## src/rtl/core/gsig_pkg.sv

```systemverilog
// Package for the grid strip index generator: field widths, parameter
// defaults, configuration register indexes and the strip phase type.
// Used by the channel interfaces and the top level; depends on nothing.
`default_nettype none

package gsig_pkg;

    // Fixed field widths of the channels.
    localparam int CFG_W         = 11;
    localparam int IDX_W         = 20;
    localparam int CFG_ADDR_W    = 2;

    // Defaults for the grid size limits.
    localparam int MAX_ROW_LENGTH_DEF = 1024;
    localparam int MAX_ROW_COUNT_DEF  = 1024;

    // Configuration register indexes.
    localparam logic [CFG_ADDR_W-1:0] REG_ROW_LENGTH = 2'd0;
    localparam logic [CFG_ADDR_W-1:0] REG_ROW_COUNT  = 2'd1;
    localparam logic [CFG_ADDR_W-1:0] REG_WRAP_ROWS  = 2'd2;

    // Reset values of the configuration registers.
    localparam logic [CFG_W-1:0] ROW_LENGTH_RST = 11'd2;
    localparam logic [CFG_W-1:0] ROW_COUNT_RST  = 11'd2;

    // Position inside one column step or band join of the strip.
    typedef enum logic [1:0] {
        PH_CUR  = 2'd0,
        PH_NXT  = 2'd1,
        PH_DEG0 = 2'd2,
        PH_DEG1 = 2'd3
    } t_phase;

endpackage

`default_nettype wire

```

## src/rtl/core/gsig_if.sv

```systemverilog
// Channel interfaces of the grid strip index generator: request beats,
// index beats and configuration write beats. Depends on gsig_pkg.
`default_nettype none

interface gsig_in_if;
    logic valid;
    logic ready;
    logic restart;

    modport source (output valid, output restart, input ready);
    modport sink   (input valid, input restart, output ready);
endinterface

interface gsig_out_if;
    logic                      valid;
    logic                      ready;
    logic [gsig_pkg::IDX_W-1:0] vertex_index;
    logic                      is_degenerate;
    logic                      is_last;

    modport source (output valid, output vertex_index, output is_degenerate,
                    output is_last, input ready);
    modport sink   (input valid, input vertex_index, input is_degenerate,
                    input is_last, output ready);
endinterface

interface gsig_cfg_if;
    logic                           valid;
    logic                           ready;
    logic [gsig_pkg::CFG_ADDR_W-1:0] index;
    logic [gsig_pkg::CFG_W-1:0]      data;

    modport source (output valid, output index, output data, input ready);
    modport sink   (input valid, input index, input data, output ready);
endinterface

`default_nettype wire

```

## src/rtl/core/grid_strip_index_generator_unit.sv

```systemverilog
// Grid triangle strip index generator, top level.
// Depends on gsig_pkg and the channel interfaces in gsig_if.sv.
//
// Usage:
//   i_in carries one request beat per index: restart=1 begins a new strip
//   and yields its first index, restart=0 yields the next index. After the
//   last index of the strip, a plain advance begins the strip again.
//   o_out carries one index beat per request, with flags for the two
//   band-joining degenerate indices and for the final index of the strip.
//   i_cfg writes row_length (0), row_count (1) and wrap_rows (2); it is
//   always ready, and writes to other indexes are dropped. Write it only
//   while no request is in flight.
// Timing:
//   An accepted beat passes the middle stage and the output register to o_out.
//   One beat per cycle is sustained while o_out is ready: the strip counters step
//   in the accept cycle, the row-base multiply and column add in the next stage.
// Reset:
//   Configuration returns to a 2 x 2 plain grid and the strip position to
//   its first index. Both pipeline stages empty.
// Stall:
//   When o_out is not ready, the output register holds its beat; the
//   middle stage still fills once, then i_in.ready drops.
`default_nettype none

module grid_strip_index_generator_unit #(
    parameter int MAX_ROW_LENGTH = gsig_pkg::MAX_ROW_LENGTH_DEF,
    parameter int MAX_ROW_COUNT  = gsig_pkg::MAX_ROW_COUNT_DEF
) (
    input  wire          i_clk,
    input  wire          i_rst_n,
    gsig_in_if.sink      i_in,
    gsig_out_if.source   o_out,
    gsig_cfg_if.sink     i_cfg
);

    localparam int LEN_W  = $clog2(MAX_ROW_LENGTH + 1);
    localparam int ROW_W  = $clog2(MAX_ROW_COUNT + 1);
    localparam int CL_W   = (LEN_W > gsig_pkg::CFG_W) ? LEN_W : gsig_pkg::CFG_W;
    localparam int CR_W   = (ROW_W > gsig_pkg::CFG_W) ? ROW_W : gsig_pkg::CFG_W;
    localparam int PROD_W = LEN_W + ROW_W + 1;
    localparam int SUM_W  = (PROD_W > gsig_pkg::IDX_W) ? PROD_W : gsig_pkg::IDX_W;

    localparam logic [CL_W-1:0] LEN_MAX = CL_W'(MAX_ROW_LENGTH);
    localparam logic [CR_W-1:0] ROW_MAX = CR_W'(MAX_ROW_COUNT);

    // Middle stage: which row, what to add to its base, and the flags.
    typedef struct packed {
        logic [ROW_W-1:0] row;
        logic [LEN_W-1:0] offset;
        logic             deg;
        logic             last;
    } t_s1;

    // Configuration registers.
    logic [gsig_pkg::CFG_W-1:0] r_row_length;
    logic [gsig_pkg::CFG_W-1:0] r_row_count;
    logic                       r_wrap_rows;

    // Strip position.
    gsig_pkg::t_phase r_phase, n_phase;
    logic [ROW_W-1:0] r_band, n_band;
    logic [LEN_W-1:0] r_col, n_col;

    // Pipeline registers.
    logic                       r_s1_valid;
    t_s1                        r_s1, n_s1;
    logic                       r_o_valid;
    logic [gsig_pkg::IDX_W-1:0] r_o_index;
    logic                       r_o_deg;
    logic                       r_o_last;

    // Handshake and working values.
    logic             out_free;
    logic             s1_move;
    logic             in_acc;
    logic [CL_W-1:0]  len_ext;
    logic [CR_W-1:0]  rows_ext;
    logic [LEN_W-1:0] len;
    logic [ROW_W-1:0] rows;
    logic [ROW_W-1:0] bands;
    logic [ROW_W-1:0] last_band_idx;
    logic [LEN_W-1:0] last_col;
    gsig_pkg::t_phase cur_phase;
    logic [ROW_W-1:0] cur_band;
    logic [LEN_W-1:0] cur_col;
    logic [ROW_W-1:0] band;
    logic [LEN_W-1:0] col;
    logic             last_band;
    logic [ROW_W:0]   band_inc;
    logic [ROW_W-1:0] next_row;
    logic [ROW_W:0]   next_inc;
    logic [ROW_W-1:0] after_row;
    logic [SUM_W-1:0] idx_sum;

    // Configuration writes are taken in every cycle.
    assign i_cfg.ready = 1'b1;

    always_ff @(posedge i_clk) begin
        if (!i_rst_n) begin
            r_row_length <= gsig_pkg::ROW_LENGTH_RST;
            r_row_count  <= gsig_pkg::ROW_COUNT_RST;
            r_wrap_rows  <= 1'b0;
        end else if (i_cfg.valid) begin
            case (i_cfg.index)
                gsig_pkg::REG_ROW_LENGTH: r_row_length <= i_cfg.data;
                gsig_pkg::REG_ROW_COUNT:  r_row_count  <= i_cfg.data;
                gsig_pkg::REG_WRAP_ROWS:  r_wrap_rows  <= i_cfg.data[0];
                default: ;
            endcase
        end
    end

    // Pipeline flow: the output register frees when taken, and the middle
    // stage moves whenever the output register can take it.
    assign out_free   = !r_o_valid || o_out.ready;
    assign s1_move    = r_s1_valid && out_free;
    assign i_in.ready = !r_s1_valid || out_free;
    assign in_acc     = i_in.valid && i_in.ready;

    // Grid size, clamped to 2 .. maximum.
    always_comb begin
        len_ext  = CL_W'(r_row_length);
        rows_ext = CR_W'(r_row_count);
        if (len_ext < CL_W'(2)) begin
            len_ext = CL_W'(2);
        end else if (len_ext > LEN_MAX) begin
            len_ext = LEN_MAX;
        end
        if (rows_ext < CR_W'(2)) begin
            rows_ext = CR_W'(2);
        end else if (rows_ext > ROW_MAX) begin
            rows_ext = ROW_MAX;
        end
    end

    assign len           = len_ext[LEN_W-1:0];
    assign rows          = rows_ext[ROW_W-1:0];
    assign bands         = r_wrap_rows ? rows : rows - ROW_W'(1);
    assign last_band_idx = bands - ROW_W'(1);
    assign last_col      = len - LEN_W'(1);

    // A restart puts the strip back at its first index for this beat.
    assign cur_phase = i_in.restart ? gsig_pkg::PH_CUR : r_phase;
    assign cur_band  = i_in.restart ? '0 : r_band;
    assign cur_col   = i_in.restart ? '0 : r_col;

    // Position clamped to the grid, and the rows that follow the band.
    assign band      = (cur_band >= last_band_idx) ? last_band_idx : cur_band;
    assign col       = (cur_col >= last_col) ? last_col : cur_col;
    assign last_band = (band == last_band_idx);
    assign band_inc  = {1'b0, band} + (ROW_W + 1)'(1);
    assign next_row  = (band_inc >= {1'b0, rows}) ? '0 : band_inc[ROW_W-1:0];
    assign next_inc  = {1'b0, next_row} + (ROW_W + 1)'(1);
    assign after_row = (next_inc >= {1'b0, rows}) ? '0 : next_inc[ROW_W-1:0];

    // Next strip position.
    always_comb begin
        n_phase = cur_phase;
        n_band  = cur_band;
        n_col   = cur_col;
        case (cur_phase)
            gsig_pkg::PH_CUR: begin
                n_col   = col;
                n_phase = gsig_pkg::PH_NXT;
            end
            gsig_pkg::PH_NXT: begin
                if (col < last_col) begin
                    n_col   = col + LEN_W'(1);
                    n_phase = gsig_pkg::PH_CUR;
                end else if (last_band) begin
                    n_band  = '0;
                    n_col   = '0;
                    n_phase = gsig_pkg::PH_CUR;
                end else begin
                    n_band  = band;
                    n_col   = col;
                    n_phase = gsig_pkg::PH_DEG0;
                end
            end
            gsig_pkg::PH_DEG0: begin
                n_phase = gsig_pkg::PH_DEG1;
            end
            gsig_pkg::PH_DEG1: begin
                n_band  = last_band ? '0 : band + ROW_W'(1);
                n_col   = '0;
                n_phase = gsig_pkg::PH_CUR;
            end
            default: begin
                n_phase = gsig_pkg::PH_CUR;
            end
        endcase
    end

    // What this beat emits: a row, an offset into it, and the flags.
    always_comb begin
        n_s1 = '0;
        case (cur_phase)
            gsig_pkg::PH_CUR: begin
                n_s1.row    = band;
                n_s1.offset = col;
            end
            gsig_pkg::PH_NXT: begin
                n_s1.row    = next_row;
                n_s1.offset = col;
                n_s1.last   = (col >= last_col) && last_band;
            end
            gsig_pkg::PH_DEG0: begin
                n_s1.row    = next_row;
                n_s1.offset = last_col;
                n_s1.deg    = 1'b1;
            end
            gsig_pkg::PH_DEG1: begin
                n_s1.row    = after_row;
                n_s1.offset = '0;
                n_s1.deg    = 1'b1;
            end
            default: begin
                n_s1 = '0;
            end
        endcase
    end

    // Strip position and middle stage update on each accepted beat.
    always_ff @(posedge i_clk) begin
        if (!i_rst_n) begin
            r_phase    <= gsig_pkg::PH_CUR;
            r_band     <= '0;
            r_col      <= '0;
            r_s1_valid <= 1'b0;
        end else begin
            if (in_acc) begin
                r_phase <= n_phase;
                r_band  <= n_band;
                r_col   <= n_col;
            end
            if (in_acc) begin
                r_s1_valid <= 1'b1;
            end else if (s1_move) begin
                r_s1_valid <= 1'b0;
            end
        end
    end

    always_ff @(posedge i_clk) begin
        if (in_acc) begin
            r_s1 <= n_s1;
        end
    end

    // Row base times row length plus offset; low index bits are kept.
    assign idx_sum = SUM_W'(r_s1.row) * SUM_W'(len) + SUM_W'(r_s1.offset);

    always_ff @(posedge i_clk) begin
        if (!i_rst_n) begin
            r_o_valid <= 1'b0;
        end else if (out_free) begin
            r_o_valid <= r_s1_valid;
        end
    end

    always_ff @(posedge i_clk) begin
        if (s1_move) begin
            r_o_index <= idx_sum[gsig_pkg::IDX_W-1:0];
            r_o_deg   <= r_s1.deg;
            r_o_last  <= r_s1.last;
        end
    end

    assign o_out.valid         = r_o_valid;
    assign o_out.vertex_index  = r_o_index;
    assign o_out.is_degenerate = r_o_deg;
    assign o_out.is_last       = r_o_last;

    // A band-joining index is never the end of the strip.
    a_deg_not_last: assert property (@(posedge i_clk) disable iff (!i_rst_n)
        r_o_valid |-> !(r_o_deg && r_o_last))
        else $error("degenerate index flagged as last");

    // A restart beat always enters the middle stage as row 0, column 0.
    a_restart_first: assert property (@(posedge i_clk) disable iff (!i_rst_n)
        (in_acc && i_in.restart) |=>
            (r_s1_valid && r_s1.row == '0 && r_s1.offset == '0 && !r_s1.deg))
        else $error("restart did not yield the first index");

    // The second degenerate index always follows the first one.
    a_deg_pair: assert property (@(posedge i_clk) disable iff (!i_rst_n)
        (in_acc && !i_in.restart && r_phase == gsig_pkg::PH_DEG0) |=>
            (r_phase == gsig_pkg::PH_DEG1))
        else $error("band join left half done");

endmodule

`default_nettype wire

```

## src/flat_wrapper.sv

```systemverilog
// flat-port wrapper written by rule: the top's interface ports become plain ports
module grid_strip_index_generator_unit_flat 
#(
    parameter int MAX_ROW_LENGTH = gsig_pkg::MAX_ROW_LENGTH_DEF,
    parameter int MAX_ROW_COUNT  = gsig_pkg::MAX_ROW_COUNT_DEF
)
  (i_clk, i_rst_n, i_in_valid, i_in_restart, i_in_ready, o_out_valid, o_out_vertex_index, o_out_is_degenerate, o_out_is_last, o_out_ready, i_cfg_valid, i_cfg_index, i_cfg_data, i_cfg_ready);
  gsig_in_if i_in_i ();
  gsig_out_if o_out_i ();
  gsig_cfg_if i_cfg_i ();
  input  wire i_clk;
  input  wire i_rst_n;
  input wire logic [$bits(i_in_i.valid)-1:0] i_in_valid;
  input wire logic [$bits(i_in_i.restart)-1:0] i_in_restart;
  output wire logic [$bits(i_in_i.ready)-1:0] i_in_ready;
  output wire logic [$bits(o_out_i.valid)-1:0] o_out_valid;
  output wire logic [$bits(o_out_i.vertex_index)-1:0] o_out_vertex_index;
  output wire logic [$bits(o_out_i.is_degenerate)-1:0] o_out_is_degenerate;
  output wire logic [$bits(o_out_i.is_last)-1:0] o_out_is_last;
  input wire logic [$bits(o_out_i.ready)-1:0] o_out_ready;
  input wire logic [$bits(i_cfg_i.valid)-1:0] i_cfg_valid;
  input wire logic [$bits(i_cfg_i.index)-1:0] i_cfg_index;
  input wire logic [$bits(i_cfg_i.data)-1:0] i_cfg_data;
  output wire logic [$bits(i_cfg_i.ready)-1:0] i_cfg_ready;
  assign i_in_i.valid = i_in_valid;
  assign i_in_i.restart = i_in_restart;
  assign i_in_ready = i_in_i.ready;
  assign o_out_valid = o_out_i.valid;
  assign o_out_vertex_index = o_out_i.vertex_index;
  assign o_out_is_degenerate = o_out_i.is_degenerate;
  assign o_out_is_last = o_out_i.is_last;
  assign o_out_i.ready = o_out_ready;
  assign i_cfg_i.valid = i_cfg_valid;
  assign i_cfg_i.index = i_cfg_index;
  assign i_cfg_i.data = i_cfg_data;
  assign i_cfg_ready = i_cfg_i.ready;
  grid_strip_index_generator_unit #(.MAX_ROW_LENGTH(MAX_ROW_LENGTH), .MAX_ROW_COUNT(MAX_ROW_COUNT)) u_core (.i_clk(i_clk), .i_rst_n(i_rst_n), .i_in(i_in_i), .o_out(o_out_i), .i_cfg(i_cfg_i));
endmodule
```

## config.mk

```make
export PLATFORM = sky130hd
export DESIGN_NAME = grid_strip_index_generator_unit_flat
export DESIGN_NICKNAME = d
export VERILOG_FILES = /design/src/rtl/core/gsig_pkg.sv /design/src/rtl/core/gsig_if.sv /design/src/rtl/core/grid_strip_index_generator_unit.sv /design/src/flat_wrapper.sv
export SDC_FILE = /design/constraint.sdc
export NUM_CORES = 1
export LEC_CHECK = 0
export BUFFER_PORTS_ARGS = -buffer_cell sky130_fd_sc_hd__buf_2
export CORE_MARGIN = 10
export CORE_UTILIZATION = 30
export CTS_CLUSTER_DIAMETER = 200
export DETAILED_ROUTE_END_ITERATION = 6
export PLACE_DENSITY = 0.55
export SLEW_MARGIN = 25
export SYNTH_ARGS = -nofsm -noshare
export SYNTH_HDL_FRONTEND = slang
export SYNTH_SLANG_ARGS = --single-unit
```

## constraint.sdc

```tcl
create_clock -name i_clk -period 15.9 [get_ports i_clk]
set_clock_uncertainty 0.1 [all_clocks]
set_input_delay 0.795 -clock i_clk [delete_from_list [all_inputs] [get_ports i_clk]]
set_output_delay 0.795 -clock i_clk [all_outputs]
set_load 0.05 [all_outputs]
```

==> summary.txt, run 1 <==
Global route
  – Pin count of the biggest net entering global routing: 48
  – Gr ovfl total: 0
  – Total GRT Usage: 0.140
  – Vias in the first global route: 9487
  – First-pass GRT wire length: 53400 microns
  – Initial antenna violation count: 0

Worst setup path
  – CP dominant cell by count: ha_1
  – Worst-path fanout max: 30
  – Register-to-Register Setup Slack: ~4700 ps
  – Setup crit end kind: flop
  – Crit path kind: reg -> reg
  – Max stage delay on crit path: approximately 760 ps
  – CP startpoint kind: flop
  – Crit path DAT: 11320 ps
  – Crit-path slowest cell: o41ai_1
  – Critical Path RT: approximately 16000 ps

Finish
  – Cell area after layout: 12700 sq um
  – Share of post-route cells with drive strength above 1: 0.0927
  – N_diodes: 0
  – Commonest non-fill, non-tap cell in the layout: inv_1
  – Reg area: between 2000 and 2500 sq um
  – NumNets Final: between 1500 and 2000
  – Area of the multi-input gates: 8480 sq um
  – Layout area overhead: 9.12%
  – # fillers: just over 4000
  – Leading cell types in the layout, fill and taps excluded: 162 x inv_1, 148 x nand2_1, 112 x ha_1

CTS
  – CTS tree: yes
  – Clock-pin slew on the worst setup and hold paths: 70 ps
  – Number of setup buffers added after CTS: 0
  – Clock H-tree levels: 3
  – Clock Tree Buf Depth: 2
  – Post-cts hold buffer count: 0
  – CTS root buf: clkbuf_16
  – TritonCTS Sinks: 95
  – Num CTS Buffers: 9
  – Clk_lat worst skew: ~370 ps
  – CTS resizes: 0

Timing
  – Hold Violations, Final: 0
  – RSZ-0062 raised after global routing: false
  – Fin crit share: 0.704
  – Sum Neg Setup Slack: 0 ps
  – Final setup viols: 0
  – Worst-margin pin slew: 1010 ps
  – Slew Viols, Final: 0
  – Worst hold slack: 334 ps
  – Crit path time final: 11190 ps
  – Fmax: 89.4 MHz
  – Relative slew slack: 0.320

Drt
  – Drt drc: 0
  – Mean routed wirelength per cell: 17.6 microns
  – Antenna viol nets, final: 0
  – DRT Pass-1 Iters: 5
  – Via Count: 9582
  – Drt initial violations: 650
  – Final Routed Wirelength: 32700 microns
  – DR vias/cell: ~5.1

Pwr
  – VDD IR max: between 0.05 and 0.06 mV
  – PwrDens: 77.4 nW/um^2
  – Leak: between 5 and 6 nW
  – Total power: 0.984 mW

Worst hold path
  – HP Class: reg -> reg

Placement
  – Port buffer count: 42
  – DP HPWL: 26100 microns
  – Global placement routability congestion: 0.932
  – Area post-placement: around 12000 sq um

Synth
  – Synth warn: 0
  – Synth top area share: 0.155
  – Seq/Total Area, Yosys: 0.203
  – Dominant synthesized flop cell: dfxtp_1
  – Mapped Area: between 10000 and 15000 sq um
  – Register bit total from synthesis: 95
  – Leading area contributor after synthesis: fa_1
  – Synth Net Count: 1557
  – Post-synth ARST share: 0
  – Main area contributors after synthesis: fa_1 15%, ha_1 12%, edfxtp_1 12%
  – Synth cell types: 95
  – Post-synthesis instance total: 1336
  – Post-synth EDFFs: 46
  – Syn avg cell area: 8.73 sq um

Floorplanning
  – Die height: 217 microns
  – Row count: approximately 70
  – Starting Density: 0.302
  – Die Area: 47200 sq um
  – Core Region: 38600 sq um
  – DIE WIDTH: approximately 220 microns
  – Top-level port count: 44

Flow run
  – Max-cap viol count: 0

Status
  – Status: completed
-- critical path: cells and delay by family (launching register included) --
kind / cells / cell delay [ps]
buf+inv: 1 / 310
flops: 1 / 380
fa+ha+maj: 6 / 1800
mux: 2 / 490
compound gates: 17 / 4170
simple gates: 12 / 3300
xor+xnor: 2 / 490
-- sequential cells by signal, summed over array words and instances (netlist names) --
signal                      cells
u_core.o_out.is_degenerate      1
u_core.o_out.is_last            1
u_core.o_out.valid              1
u_core.o_out.vertex_index      20
u_core.r_band                  11
u_core.r_col                   11
u_core.r_phase                  2
u_core.r_row_count             11
u_core.r_row_length            11
u_core.r_s1                    24
u_core.r_s1_valid               1
u_core.r_wrap_rows              1
-- logic make-up (layout without fill, tap and decap cells) --
group,count (synthesis),after routing,share of synthesized area
simple gates,460,460,0.205
xor+xnor,54,54,0.0512
compound gates,255,255,0.154
other cells,1,1,0.000322
flops,95,95,0.203
mux,45,45,0.0395
fa+ha+maj,202,202,0.275
buf+inv,224,236,0.0731
-- worst paths after layout --
check                              from  cells after the start                    endpoint
setup / recovery  u_core.r_row_count[7]                     40             u_core.r_s1[20]
hold / removal           u_core.r_s1[1]                      0  u_core.o_out.is_degenerate
setup reg to reg  u_core.r_row_count[7]                     40             u_core.r_s1[20]
hold reg to reg          u_core.r_s1[1]                      0  u_core.o_out.is_degenerate
-- cell usage after synthesis (all sizes together) (5+ instances only) --
cell type	instances
inv	162
nand2	149
ha	112
fa	90
nor2	69
o21ai	60
nor2b	56
clkbuf	51
dfxtp	49
edfxtp	46
and2	44
a21oi	43
mux2i	37
xnor2	37
nor3	26
nand3	20
nand2b	19
o21a	19
or3	14
a21o	13
a31oi	13
nand4	13
o22ai	12
o31ai	12
a211oi	11
buf	11
and3	10
nor4	9
xor2	9
mux2	8
nor3b	7
or2	7
a221oi	6
o31a	6
xnor3	6
a21boi	5
o2bb2ai	5
or4	5
-- area by class of cell --
cell class,count,area share
clock inverter,6,0.00383
multi-input combinational,1017,0.666
inverter,162,0.0478
timing repair buffer,58,0.0258
clock buffer,10,0.0197
tap,518,0.0509
sequential,95,0.186
-- per-layer routing --
layer  track usage  part of all wire
met1         0.193              0.48
met2         0.225              0.46
met3        0.0227             0.050
met4        0.0308             0.014
met5             0                 0
-- report_power, final --
part           switching [mW]  leakage, nW  internal [mW]
Combinational           0.282         4.62          0.171
Clock                   0.108        0.149          0.118
Sequential             0.0204        0.858          0.285
-- per-stage QoR --
stage | worst slack, ps | instances | util
finish | 4710 | 1866 | 0.330
global placement | 5190 | 1849 | 0.322
detailed placement | 5030 | 1850 | 0.322
floorplan | 6070 | 1336 | -
CTS | 4950 | 1866 | 0.330
global route | 3680 | 1866 | 0.330
(Power assumes the default switching activity.)
==> run 2: changes to the inputs <==
==> constraint.sdc (replaced) <==
create_clock -name i_clk -period 11 [get_ports i_clk]
set_clock_uncertainty 0.1 [all_clocks]
set_input_delay 0.55 -clock i_clk [delete_from_list [all_inputs] [get_ports i_clk]]
set_output_delay 0.55 -clock i_clk [all_outputs]
set_load 0.05 [all_outputs]
==> summary.txt, run 2 (synthesis gave the netlist of run 1 again) <==
Finish
  – Share of post-route cells with drive strength above 1: 0.104 (+0.0118)
  – Reg area: 2360 sq um (unchanged)
  – Max FFs per register: 24 (unchanged)
  – Core Util, Final: 0.334 (+0.00360)
  – Area of the multi-input gates: 8530 sq um (+0.56%)
  – Commonest non-fill, non-tap cell in the layout: inv_1
  – Top reg by flops: u_core.r_s1
  – NumNets Final: 1576 (+0.77%)
  – Cell area after layout: 12900 sq um (+1.1%)
  – Leading cell types in the layout, fill and taps excluded: 163 x inv_1, 148 x nand2_1, 111 x ha_1
  – # fillers: 4084 (-1.5%)
  – Layout area overhead: 10.3%
  – N_diodes: 0 (unchanged)

Floorplanning
  – Row count: 72 (unchanged)
  – Starting Density: 0.302 (unchanged)
  – Top-level port count: 44 (unchanged)
  – Die Area: 47200 sq um (unchanged)
  – Core Region: 38600 sq um (unchanged)
  – Die height: 217 microns (unchanged)
  – DIE WIDTH: 217 microns (unchanged)

Placement
  – DP HPWL: 25400 microns (-2.7%)
  – Area post-placement: 12500 sq um (+0.44%)
  – Port buffer count: 42 (unchanged)
  – Global placement routability congestion: 0.900 (-3.4%)

Pwr
  – Internal power: 0.839 mW (+46%)
  – Reg power frac: 0.310 (about the same)
  – Net Sw Power: 0.581 mW (+41%)
  – Power share of the combinational group: 0.468 (+0.008)
  – Total power: 1.42 mW (+44%)
  – Leak: 5.70 nW (+1.3%)
  – PwrDens: 110 nW/um^2 (+43%)
  – Part of the power in the clock network: 0.222 (-0.008)
  – VDD IR max: 0.0782 mV (+48%)
  – Sw Share: 0.409 (-0.00810)

Timing
  – Final setup viols: 0 (unchanged)
  – Worst hold slack: 325 ps (-8.99 ps)
  – Relative slew slack: 0.294 (-0.0265)
  – Worst-margin pin slew: 1060 ps (+48.3 ps)
  – Fin crit share: 0.929 (+0.225)
  – Fmax: 97.9 MHz (+9.5%)
  – Crit path time final: 10220 ps (-974 ps)
  – Slew Viols, Final: 0 (unchanged)
  – Hold Violations, Final: 0 (unchanged)

Status
  – Status: completed

Drt
  – Via Count: 9661 (+0.82%)
  – Drt initial violations: 699 (+7.5%)
  – Metal-1 WL: 15400 microns (-0.85%)
  – DR WL met3: 1840 microns (+13%)
  – Top layer in use: met4
  – DRT Pass-1 Iters: 5 (unchanged)
  – Drt drc: 0 (unchanged)
  – Final Routed Wirelength: 32000 microns (-2.4%)
  – Mean routed wirelength per cell: 17.0 microns (-2.9%)
  – DR vias/cell: 5.15 (+0.23%)
  – DR WL met2: 14300 microns (-5.0%)
  – Antenna viol nets, final: 0 (unchanged)

Worst setup path
  – Crit path kind: reg -> reg
  – Setup crit end kind: flop
  – Critical Path RT: 11000 ps (-5030 ps)
  – Crit-path slowest cell: or3_1
  – Worst-path fanout max: 11 (-63%)
  – CP startpoint kind: flop
  – Max stage delay on crit path: 510 ps (-250 ps)
  – Crit path DAT: 10220 ps (-1100 ps)
  – CP dominant cell by count: ha_1

Global route
  – Vias in the first global route: 9520 (+0.35%)
  – Gr ovfl total: 0 (unchanged)
  – First-pass GRT wire length: 51900 microns (-2.7%)
  – Total GRT Usage: 0.135 (-0.00508)
  – Initial antenna violation count: 0 (unchanged)
  – Pin count of the biggest net entering global routing: 47 (-2.1%)

Worst hold path
  – HP Class: reg -> reg

CTS
  – Clock-pin slew on the worst setup and hold paths: 70 ps (about the same)
  – Clock Tree Buf Depth: 2 (unchanged)
  – CTS root buf: clkbuf_16
  – Clock H-tree levels: 3 (unchanged)
  – CTS tree: yes
  – Num CTS Buffers: 9 (unchanged)
  – Clk_lat worst skew: 360 ps (about the same)
  – TritonCTS Sinks: 95 (unchanged)

Flow run
  – Max-cap viol count: 0 (unchanged)
[run 2: metal layers]
metal  global-route usage  vias up
met4               0.0275        0
li1                     -     4645
met5                    0        -
met2                0.215      240
met1                0.187     4753
met3               0.0252       23
[run 2: through the flow]
stage | instances | TNS, ps | setup slack [ps]
4_1_cts | 1872 | 0 | 130
3_3_place_gp | 1857 | 0 | 536
5_1_grt | 1877 | -10.6 | -8.71
6_report | 1877 | 0 | 782
2_1_floorplan | 1336 | 0 | 1170
3_5_place_dp | 1857 | 0 | 189
[run 2: layout make-up]
class                   count  share of cell area
flip-flops and latches     95               0.184
clock inverters             3             0.00136
inverters                 162              0.0473
repair buffers             70              0.0337
well taps                 518              0.0504
multi-input cells        1017               0.663
clock buffers              12              0.0208
[run 2: what timing repair did]
action | in CTS | in global routing
endpoints found under the hold margin | 0 | 0
gates resized for setup | 0 | 11
hold buffers | 0 | 0
setup endpoints to repair | 0 | 11
buffers inserted | 0 | 5
[run 2: power groups by stage]
stage          logic (mW)  registers, mW  clock network [mW]
2_1_floorplan       0.462          0.466                   0
3_3_place_gp        0.642          0.448                   0
3_5_place_dp        0.651          0.448                   0
4_1_cts             0.655          0.440               0.326
5_1_grt             0.740          0.444               0.340
6_report            0.664          0.440               0.315
[run 2: path summary, 6_finish.rpt]
check                             start                    endpoint  slack, ps  depth (start not counted)
hold reg to reg          u_core.r_s1[1]  u_core.o_out.is_degenerate        320                          0
setup / recovery  u_core.r_row_count[7]             u_core.r_s1[23]        780                         46
setup reg to reg  u_core.r_row_count[7]             u_core.r_s1[23]        780                         46
hold / removal           u_core.r_s1[1]  u_core.o_out.is_degenerate        320                          0
[run 2: critical path: cells and delay by family (launching register included)]
kind / cells / cell delay (ps)
and+or+nand+nor: 16 / 3380
AOI/OAI and AO/OA: 14 / 2760
adders and majority gates: 7 / 1950
buffers and inverters: 5 / 710
xor gates and xnor gates: 2 / 380
DFF: 1 / 370
muxes: 2 / 290
==> run 3: changes to the inputs <==
--- a/config.mk
+++ b/config.mk
@@ -8,6 +8,7 @@
 export BUFFER_PORTS_ARGS = -buffer_cell sky130_fd_sc_hd__buf_2
 export CORE_MARGIN = 10
 export CORE_UTILIZATION = 30
+export CTS_BUF_LIST = sky130_fd_sc_hd__clkbuf_8
 export CTS_CLUSTER_DIAMETER = 200
 export DETAILED_ROUTE_END_ITERATION = 6
 export PLACE_DENSITY = 0.55
==> summary.txt, run 3 (synthesis gave the netlist of run 1 again) <==
Worst hold path
  – Hold path start: i_in_valid
  – WHS Path Cells: 3 (+3)
  – HP Class: in -> reg
  – Min-Delay Endpoint: u_core.r_s1_valid

Timing
  – Fin crit share: 0.931 (+0.00163)
  – Final worst setup slack: 764 ps (-17.9 ps)
  – Final setup viols: 0 (unchanged)
  – Relative slew slack: 0.317 (+0.0231)
  – Sum Neg Setup Slack: 0 ps (unchanged)
  – Hold Violations, Final: 0 (unchanged)
  – Slew Viols, Final: 0 (unchanged)
  – Crit path time final: 10240 ps (+17.9 ps)
  – Fmax: 97.7 MHz (-0.18%)
  – RSZ-0062 raised after global routing: false
  – Worst-margin pin slew: 1020 ps (-34.5 ps)

Global route
  – Total GRT Usage: 0.135 (about the same)
  – Vias in the first global route: 9485 (-0.37%)
  – Initial antenna violation count: 0 (unchanged)
  – First-pass GRT wire length: 51800 microns (-0.15%)
  – Pin count of the biggest net entering global routing: 47 (unchanged)
  – Gr ovfl total: 0 (unchanged)

Placement
  – Port buffer count: 42 (unchanged)
  – DP Worst Slack: 189 ps (unchanged)
  – Area post-placement: 12500 sq um (unchanged)
  – DP HPWL: 25400 microns (unchanged)
  – Global placement routability congestion: 0.900 (unchanged)

Worst setup path
  – Worst R2R End: u_core.r_s1[23]
  – Worst-path fanout max: 18 (+7)
  – R2R cell count: 42 (-8.7%)
  – Max stage delay on crit path: 530 ps (+20 ps)
  – Critical Path RT: 11040 ps (+40 ps)
  – CP startpoint kind: flop
  – Crit path DAT: 10270 ps (+50 ps)
  – CP dominant cell by count: ha_1
  – Setup crit end kind: flop
  – R2r startpoint: u_core.r_row_count[7]
  – Register-to-Register Setup Slack: 760 ps (-20 ps)
  – Crit path kind: reg -> reg
  – Crit-path slowest cell: o41ai_2

CTS
  – CTS root buf: clkbuf_8
  – Clock Tree Buf Depth: 2 (unchanged)
  – TritonCTS Sinks: 95 (unchanged)
  – Clock H-tree levels: 3 (unchanged)
  – CTS tree: yes
  – Post-cts hold buffer count: 0 (unchanged)
  – Clock-pin slew on the worst setup and hold paths: 110 ps (+40 ps)
  – Clk_lat worst skew: 400 ps (+40 ps)
  – Num CTS Buffers: 9 (unchanged)

Finish
  – Leading cell types in the layout, fill and taps excluded: 164 x inv_1, 148 x nand2_1, 111 x ha_1
  – N_diodes: 0 (unchanged)
  – Share of post-route cells with drive strength above 1: 0.106 (+0.00139)
  – Max FFs per register: 24 (unchanged)
  – Commonest non-fill, non-tap cell in the layout: inv_1
  – NumNets Final: 1577 (+0.063%)
  – Cell area after layout: 12800 sq um (-0.65%)
  – Core Util, Final: 0.331 (-0.00217)
  – Top reg by flops: u_core.r_s1
  – Layout area overhead: 9.59%

Floorplanning
  – Starting Density: 0.302 (unchanged)
  – DIE WIDTH: 217 microns (unchanged)
  – Row count: 72 (unchanged)
  – Die height: 217 microns (unchanged)
  – Top-level port count: 44 (unchanged)
  – Core Region: 38600 sq um (unchanged)
  – Die Area: 47200 sq um (unchanged)

Drt
  – Drt drc: 0 (unchanged)
  – Final Routed Wirelength: 31900 microns (-0.10%)
  – Antenna viol nets, final: 0 (unchanged)
  – Drt initial violations: 587 (-16%)
  – Via Count: 9682 (+0.22%)
  – DR vias/cell: 5.16 (+0.16%)
  – DRT Pass-1 Iters: 6 (+1)
  – Mean routed wirelength per cell: 17.0 microns (-0.16%)

Pwr
  – VDD IR max: 0.0616 mV (-21%)
  – Total power: 1.35 mW (-4.9%)
  – Leak: 5.66 nW (-0.68%)
  – PwrDens: 106 nW/um^2 (-4.3%)

Status
  – Status: completed

Flow run
  – Max-cap viol count: 0 (unchanged)
==> run 3: cell types whose count changed in the layout (fill, tap and decap cells not counted), sizes merged <==
cell and change:
bufinv +1, inv +1, clkbuf -2, buf +1
==> run 3: per-stage QoR <==
| stage | hold slack, ps | cells |
|---|---|---|
| after floorplan | 300 | 1336 |
| after global placement | 309 | 1857 |
| after detailed placement | 312 | 1857 |
| after CTS | 284 | 1872 |
| after global routing | 313 | 1878 |
| final | 312 | 1878 |
==> run 3: area by class of cell <==
class                           instances  area, sq um
Timing Repair Buffer                   71          440
Multi-Input combinational cell       1017         8530
Tap cell                              518          648
Sequential cell                        95         2360
Fill cell                            4099        25800
Inverter                              162          608
Clock inverter                          5         51.3
Clock buffer                           10          138
==> run 3: critical path: cells and delay by family, from the launching register on <==
family,cells,cell delay [ps]
compound gates,16,3440
xor+xnor,2,330
fa+ha+maj,6,1680
buf+inv,2,360
flops,1,380
mux,1,140
simple gates,15,3560
==> run 3: metal layers <==
layer / vias to the layer above / part of all wire / GRT usage
met2: 259 / 0.45 / 0.214
met4: 0 / 0.012 / 0.0287
met5: - / 0 / 0
li1: 4644 / - / -
met1: 4755 / 0.48 / 0.187
met3: 24 / 0.058 / 0.0251
==> run 3: power breakdown <==
part           internal (mW)  total, mW  switching, mW
clock                  0.109      0.243          0.134
combinational          0.258      0.667          0.410
sequential             0.412      0.440         0.0285
total                  0.778       1.35          0.572
==> run 3: worst max-delay path by stage <==
stage,startpoint,to,slack (ps),depth (start not counted)
after floorplan,u_core.r_row_count[7],u_core.r_s1[21],1170,43
after global placement,u_core.r_row_count[7],u_core.r_s1[23],540,40
after detailed placement,u_core.r_row_count[7],u_core.r_s1[23],190,40
after CTS,u_core.r_row_count[7],u_core.r_s1[23],120,40
after global routing,u_core.r_row_count[7],u_core.r_s1[23],0.5,41
final,u_core.r_row_count[7],u_core.r_s1[23],760,42
==> run 3: what timing repair did <==
action                     in CTS  in global routing
resized for setup               0                 12
setup buffers                   0                  6
setup endpoints to repair       0                 11
